===== config.mk =====
export PLATFORM = sky130hd
export DESIGN_NAME = vad_cordic_cell
export DESIGN_NICKNAME = d
export VERILOG_FILES = /design/src/rtl/core/vad_pkg.sv /design/src/rtl/core/vad_cordic_cell.sv
export SDC_FILE = /design/constraint.sdc
export NUM_CORES = 1
export LEC_CHECK = 0
export ABC_AREA = 0
export BUFFER_PORTS_ARGS = -buffer_cell sky130_fd_sc_hd__buf_2
export CAP_MARGIN = 20
export CORE_ASPECT_RATIO = 1.4
export CORE_MARGIN = 8
export CORE_UTILIZATION = 57
export DETAILED_ROUTE_END_ITERATION = 6
export PLACE_DENSITY = 0.92
export SLEW_MARGIN = 20
export SYNTH_ARGS = -nofsm -noshare
export SYNTH_HDL_FRONTEND = slang
export SYNTH_SLANG_ARGS = --single-unit

===== constraint.sdc =====
create_clock -name aclk -period 4.03 [get_ports aclk]
set_clock_uncertainty 0.05 [all_clocks]
set_input_delay 0.403 -clock aclk [delete_from_list [all_inputs] [get_ports aclk]]
set_output_delay 0.403 -clock aclk [all_outputs]
set_load 0.03 [all_outputs]

===== src/rtl/core/vad_pkg.sv =====
// vad_pkg: shared types, widths and the arctangent table for vector_angle_degrees.
// No dependencies; imported by every module of the block.
package vad_pkg;

    localparam int COORD_WIDTH_DEF     = 16;
    localparam int ANGLE_FRAC_BITS_DEF = 8;
    localparam int CORDIC_STAGES_DEF   = 16;

    localparam int NORM_W   = 31;   // magnitudes after normalising shift
    localparam int SUMSQ_W  = 64;   // sum of three squared 31-bit values
    localparam int ROOT_N   = 32;   // square root digits, one per cell
    localparam int XY_W     = 38;   // CORDIC x/y, covers gain growth
    localparam int Z_W      = 27;   // CORDIC angle accumulator, 16 fraction bits
    localparam int Z_FRAC   = 16;
    localparam int TAB_LEN  = 32;

    localparam int ATAN_TAB [TAB_LEN] = '{
        2949120, 1740967, 919879, 466945, 234379, 117304, 58666, 29335,
        14668, 7334, 3667, 1833, 917, 458, 229, 115,
        57, 29, 14, 7, 4, 2, 1, 0,
        0, 0, 0, 0, 0, 0, 0, 0
    };

    typedef enum logic [1:0] {
        OP_BETWEEN = 2'd0,
        OP_AXIS_X  = 2'd1,
        OP_AXIS_Y  = 2'd2,
        OP_AXIS_Z  = 2'd3
    } op_t;

    typedef struct packed {
        logic [SUMSQ_W-1:0] rem;
        logic [SUMSQ_W-1:0] root;
        logic [NORM_W-1:0]  dmag;
        logic               dneg;
        logic               zero;
    } sq_t;

    typedef struct packed {
        logic signed [XY_W-1:0] x;
        logic signed [XY_W-1:0] y;
        logic signed [Z_W-1:0]  z;
        logic                   zero;
    } cd_t;

    function automatic logic signed [Z_W-1:0] atan_entry(input int idx);
        return Z_W'(ATAN_TAB[idx]);
    endfunction

endpackage


===== src/rtl/core/vad_cordic_cell.sv =====
// vad_cordic_cell: one vectoring CORDIC rotation, fixed shift and table angle.
// Depends on vad_pkg.
module vad_cordic_cell
    import vad_pkg::*;
#(
    parameter int STAGE = 0
) (
    input  logic aclk,
    input  logic aresetn,
    input  logic in_valid,
    output logic in_ready,
    input  cd_t  in_data,
    output logic out_valid,
    input  logic out_ready,
    output cd_t  out_data
);
    localparam logic signed [Z_W-1:0] ANG = atan_entry(STAGE);

    logic v_reg;
    cd_t  d_reg, d_next;
    logic signed [XY_W-1:0] dx, dy;

    assign in_ready = !v_reg || out_ready;

    always_comb begin
        dx = in_data.y >>> STAGE;
        dy = in_data.x >>> STAGE;
        d_next = in_data;
        if (!in_data.y[XY_W-1]) begin
            d_next.x = in_data.x + dx;
            d_next.y = in_data.y - dy;
            d_next.z = in_data.z + ANG;
        end else begin
            d_next.x = in_data.x - dx;
            d_next.y = in_data.y + dy;
            d_next.z = in_data.z - ANG;
        end
    end

    always_ff @(posedge aclk) begin
        if (!aresetn) begin
            v_reg <= 1'b0;
        end else if (in_ready) begin
            v_reg <= in_valid;
        end
    end

    always_ff @(posedge aclk) begin
        if (in_ready && in_valid) d_reg <= d_next;
    end

    assign out_valid = v_reg;
    assign out_data  = d_reg;

endmodule


==> results.yml, run 1 <==
synthesis:
  ys_ff_latch: 104
  syn_area_per_cell_um2: 8.67
  synth_edf_count: 103
  syn_nets: 1438
  yosysWarnings: 0
  async_reset_ff_frac: 0
  ys_seq_area_frac: 0.300
  ys.flop_type: "edfxtp_1"
  synthDistinctLibCells: 82
  synth_cells: 1197
  synthesis.area_um2: 10400
global_route:
  grt_start_max_net_pins: 69
  grt_pass1_wl_um: 52700
  grt_pass1_vias: 10156
  overflow: 0
  antenna_found_initial: 0
  grt.total_usage: 0.294
drt:
  drc: 0
  vias: 10056
  routed_via_density: 6.12
  drtIter0Drc: 999
  ant_nets: 0
  drt_wl_total_um: 34400
  detail_route.wl_per_cell_um: 21.0
  first_pass_iters: 6
timing:
  maxSlewViolCount: 0
  slew_headroom: 0.531
  rsz0062_at_grt: "no"
  hold_viol_final: 0
  setup_tns_ns: 0
  tightest_slew_ns: 0.703
  fin_crit_ns: 3.42
  period_share: 0.848
  fin_ws_ns: 0.612
  max_freq_mhz: 293
  setup_viol: 0
min_path:
  hold_depth: 1
  hp-class: "input port to register"
  hold-path-endpoint: "out_data[8]"
  worstHoldStart: "in_data[8]"
placement:
  portBuffers: 213
  place_congestion: 0.999
  pre_cts_ws_ns: 0.306
  dp_hpwl_um: 27800
  placedCellCount: 1626
clock_tree:
  cts_root_buf: "clkbuf_16"
  cts_tree: "yes"
  clockBufferDepth: 2
  cts_htree_levels: 3
  clock-sinks: 104
  clk_pin_slew_ns: 0.09
  cts_setup_buffers: 0
  ctsResizeCount: 0
  worstSkewPairLatency_ns: 0.37
  cts_made_buffers: 9
  cts_hold_buf: 0
critical_path:
  regToRegEndpoint: "out_data[48]"
  r2r_slack_ns: 2.30
  cp.arrival_ns: 3.48
  critical_path.max_fanout: 13
  reg2reg_from: "out_valid"
  worst_ep_required_time_ns: 4.09
  rr_worst_depth: 3
  endpoint_kind: "register"
  start_kind: "input port"
  path_class: "input port to register"
power_and_ir_drop:
  ir_drop_v: 0.000186
  p_leak_nw: 5.45
  power.total_mw: 4.13
  powerDensity_nw_per_um2: 343
finish:
  final_cells: 1642
  final_nets: 1638
  drive_above_1_share: 0.207
  syn_to_final_growth_pct: 16.0
  num_antenna_cells: 0
floorplan:
  die_height_um: 176
  die_w_um: 130
  rows: 58
  die_area_um2: 22900
  ios: 214
  core_um2: 17900
  initial_utilization: 0.579
job:
  max_cap_violations: 0
run_status:
  status: "finished, final reports clean"
Yosys cell counts, types with 3 or more instances:
master | number | share of area
a21oi_1 | 149 | 0.072
ha_1 | 129 | 0.16
inv_1 | 110 | 0.040
edfxtp_1 | 103 | 0.30
nor2_1 | 91 | 0.033
o21ai_0 | 69 | 0.033
xnor2_1 | 68 | 0.057
nand2_1 | 60 | 0.022
o21bai_1 | 37 | 0.027
a21o_1 | 31 | 0.022
nand2b_1 | 22 | 0.013
o21ai_1 | 21 | 0.010
buf_2 | 19 | 0.0092
clkbuf_1 | 19 | 0.0069
nor3_1 | 16 | 0.0077
nor2b_1 | 14 | 0.0084
a211oi_1 | 13 | 0.0094
mux2i_1 | 13 | 0.013
nand3_1 | 13 | 0.0063
nand4_1 | 13 | 0.0078
o31ai_1 | 13 | 0.0094
o211ai_1 | 11 | 0.0080
o21a_1 | 11 | 0.0080
xor2_1 | 11 | 0.0093
buf_1 | 10 | 0.0036
inv_2 | 10 | 0.0036
and2_1 | 9 | 0.0054
a31oi_1 | 7 | 0.0042
nor4_1 | 7 | 0.0042
o22ai_1 | 6 | 0.0036
a311oi_1 | 5 | 0.0042
a211o_1 | 4 | 0.0034
a21boi_1 | 4 | 0.0029
fa_1 | 4 | 0.0077
o221ai_1 | 4 | 0.0034
a221o_1 | 3 | 0.0029
buf_4 | 3 | 0.0022
clkinv_1 | 3 | 0.0011
stage by stage:
stage                      util  hold slack, ns  instance area (um2)
after floorplan               -           0.452                10400
after global placement    0.655           0.462                11700
after detailed placement  0.655           0.474                11700
after CTS                 0.672           0.146                12000
after global routing      0.672           0.143                12000
final                     0.672           0.150                12000
flip-flops by register name, summed over array words and instances (netlist names):
| name | count |
|---|---|
| out_valid | 1 |
| out_data | 103 |
worst max-delay path: stages:
cell       delay, ns
buf_2           0.11
inv_1           0.06
ha_1            0.58
inv_2           0.12
a21oi_1         0.29
o21ba_1         0.18
o31ai_1         0.10
o31ai_1         0.45
a31oi_4         0.09
a221o_4         0.43
a2111oi_2       0.36
a311oi_1        0.09
xor2_1          0.18
layout by cell type (no fill, tap or decap), types with 3 or more instances in the layout:
master / synthesis / final
buf_2: 19 / 213
a21oi_1: 149 / 149
ha_1: 129 / 129
inv_1: 110 / 110
edfxtp_1: 103 / 103
nor2_1: 91 / 91
o21ai_0: 69 / 69
xnor2_1: 68 / 68
nand2_1: 60 / 60
o21bai_1: 37 / 37
a21o_1: 31 / 31
buf_4: 3 / 28
nand2b_1: 22 / 22
o21ai_1: 21 / 21
nor3_1: 16 / 16
nor2b_1: 14 / 14
nand3_1: 13 / 13
a211oi_1: 13 / 13
nand4_1: 13 / 13
o31ai_1: 13 / 13
mux2i_1: 13 / 13
xor2_1: 11 / 11
o211ai_1: 11 / 11
o21a_1: 11 / 11
inv_2: 10 / 10
clkbuf_16: 0 / 9
and2_1: 9 / 8
nor4_1: 7 / 7
a31oi_1: 7 / 7
o22ai_1: 6 / 6
a311oi_1: 5 / 5
a21boi_1: 4 / 4
o221ai_1: 4 / 4
a211o_1: 4 / 4
fa_1: 4 / 4
clkinv_1: 3 / 3
a221o_1: 3 / 3
cell type report:
class / instances / area (um2)
Tap cell: 240 / 300
Timing Repair Buffer: 242 / 1300
Multi-Input combinational cell: 916 / 6560
Sequential cell: 104 / 3110
Fill cell: 1492 / 5880
Inverter: 124 / 468
Clock buffer: 9 / 225
Clock inverter: 7 / 88.8
metal layers:
metal / vias to the layer above / wire [um] / global-route usage
met3: 164 / 2320 / 0.0452
met2: 547 / 17700 / 0.533
li1: 4683 / - / -
met5: - / 0 / 0
met4: 0 / 2080 / 0.179
met1: 4662 / 12300 / 0.309
worst max-delay path by stage:
stage | startpoint | endpoint | slack [ns]
after CTS | in_data[50] | out_data[103] | 0.68
final | in_data[50] | out_data[103] | 0.61
after global routing | in_data[53] | out_data[61] | 0.40
after floorplan | out_valid | out_data[0] | 0.34
after global placement | in_data[28] | out_data[100] | 0.34
after detailed placement | in_data[28] | out_data[100] | 0.31
kinds of logic after synthesis:
family | Yosys count | share of synthesized area
buffers and inverters | 177 | 0.0691
XOR/XNOR | 79 | 0.0666
AO/OA/AOI/OAI | 431 | 0.268
flip-flops | 104 | 0.300
AND/OR/NAND/NOR | 260 | 0.121
adder cells (fa/ha/maj) | 133 | 0.163
multiplexers | 13 | 0.0125
report_power, final:
group          internal (mW)  switching [mW]
Combinational          0.594            1.15
Clock                  0.453           0.514
Sequential              1.38          0.0395
Note: power is estimated with default switching activity, not from simulation.
==> run 2: changes to the inputs <==
Clock period 4.03 ns to 3.5 ns, I/O delays scaled along.
==> results.yml, run 2 (synthesized netlist as in run 1, its figures left out) <==
finish:
  largest_reg_flops: 103
  final_util: 0.689
  final_nets: 1679
  final_cell_mix: "213 x buf_2, 149 x a21oi_1, 129 x ha_1"
  layout_commonest_cell: "buf_2"
  drive_above_1_share: 0.229
  num_antenna_cells: 0
  syn_to_final_growth_pct: 19.0
floorplan:
  ios: 214
  initial_utilization: 0.579
  rows: 58
  core_um2: 17900
  die_area_um2: 22900
  die_w_um: 130
  die_height_um: 176
global_route:
  grt.total_usage: 0.296
  antenna_found_initial: 0
  grt_pass1_vias: 10297
  grt_pass1_wl_um: 53300
  grt_start_max_net_pins: 76
  overflow: 0
timing:
  rsz0062_at_grt: "no"
  max_freq_mhz: 319
  tightest_slew_ns: 0.764
  fin_ws_ns: 0.363
  fin_crit_ns: 3.14
  maxSlewViolCount: 0
  hold_viol_final: 0
  period_share: 0.896
  setup_tns_ns: 0
  setup_viol: 0
  slew_headroom: 0.491
clock_tree:
  worstSkewPairLatency_ns: 0.36
  clock-sinks: 104
  cts_hold_buf: 0
  cts_root_buf: "clkbuf_16"
  clockBufferDepth: 2
  cts_made_buffers: 9
  clk_pin_slew_ns: 0.10
  cts_tree: "yes"
  ctsResizeCount: 0
  cts_setup_buffers: 0
  cts_htree_levels: 3
placement:
  portBuffers: 213
  dp_hpwl_um: 27800
  place_congestion: 1.01
  pre_cts_ws_ns: 0.0205
critical_path:
  critical_path.max_fanout: 12
  worst_ep_required_time_ns: 3.57
  reg2reg_from: "out_valid"
  cp.arrival_ns: 3.21
  path_class: "input port to register"
  r2r_slack_ns: 1.69
  endpoint_kind: "register"
  start_kind: "input port"
  rr_worst_depth: 3
  regToRegEndpoint: "out_data[48]"
drt:
  drt_wl_total_um: 34500
  detail_route.wl_per_cell_um: 20.5
  drc: 0
  first_pass_iters: 5
  routed_via_density: 6.04
  ant_nets: 0
  drtIter0Drc: 1149
  vias: 10165
job:
  max_cap_violations: 0
run_status:
  status: "finished, final reports clean"
power_and_ir_drop:
  powerDensity_nw_per_um2: 391
  p_leak_nw: 5.65
  ir_drop_v: 0.000219
min_path:
  worstHoldStart: "in_data[0]"
  hold_depth: 1
  hp-class: "input port to register"
  hold-path-endpoint: "out_data[0]"
[run 2: how the worst max path moves through the flow]
stage	startpoint	to	slack [ns]
after CTS	in_data[29]	out_data[95]	0.41
final	in_data[30]	out_data[92]	0.36
after global routing	in_data[29]	out_data[95]	0.18
after floorplan	in_data[28]	out_data[100]	0.59
after detailed placement	in_data[29]	out_data[95]	0.02
after global placement	in_data[42]	out_data[59]	0.08
[run 2: cell type report]
cell class / instances / area (um2)
Fill cell: 1429 / 5570
Timing Repair Buffer: 283 / 1600
Inverter: 124 / 468
Tap cell: 240 / 300
Clock buffer: 9 / 225
Multi-Input combinational cell: 916 / 6560
Clock inverter: 7 / 88.8
Sequential cell: 104 / 3110
[run 2: layer usage]
metal | global-route usage | vias up | share of wire
li1 | - | 4762 | -
met1 | 0.325 | 4704 | 0.36
met2 | 0.526 | 546 | 0.51
met3 | 0.0404 | 153 | 0.063
met4 | 0.178 | 0 | 0.058
met5 | 0 | - | 0
[run 2: stage by stage]
step	total power [mW]	cells	hold WS, ns	instance area (um2)
floorplan	3.02	1197	0.399	10400
global placement	3.66	1667	0.456	12000
detailed placement	3.70	1667	0.478	12000
CTS	4.80	1683	0.0998	12400
global route	5.01	1683	0.0948	12400
finish	4.83	1683	0.104	12400
[run 2: critical path, stage by stage]
cell      delay [ns]
buf_2           0.11
inv_1           0.05
ha_1            0.44
nor2b_1         0.21
o21ai_0         0.20
a21oi_1         0.14
o22ai_1         0.34
o21ai_1         0.09
buf_4           0.17
o211ai_1        0.42
a21oi_1         0.13
nor2b_1         0.22
o21ai_1         0.15
xor2_1          0.18
[run 2: power breakdown]
group	total (mW)	leakage (nW)	switching, mW	internal [mW]
combinational	2.08	4.49	1.34	0.735
sequential	1.64	1.00	0.0490	1.59
clock	1.12	0.153	0.593	0.523
total	4.83	5.65	1.98	2.85
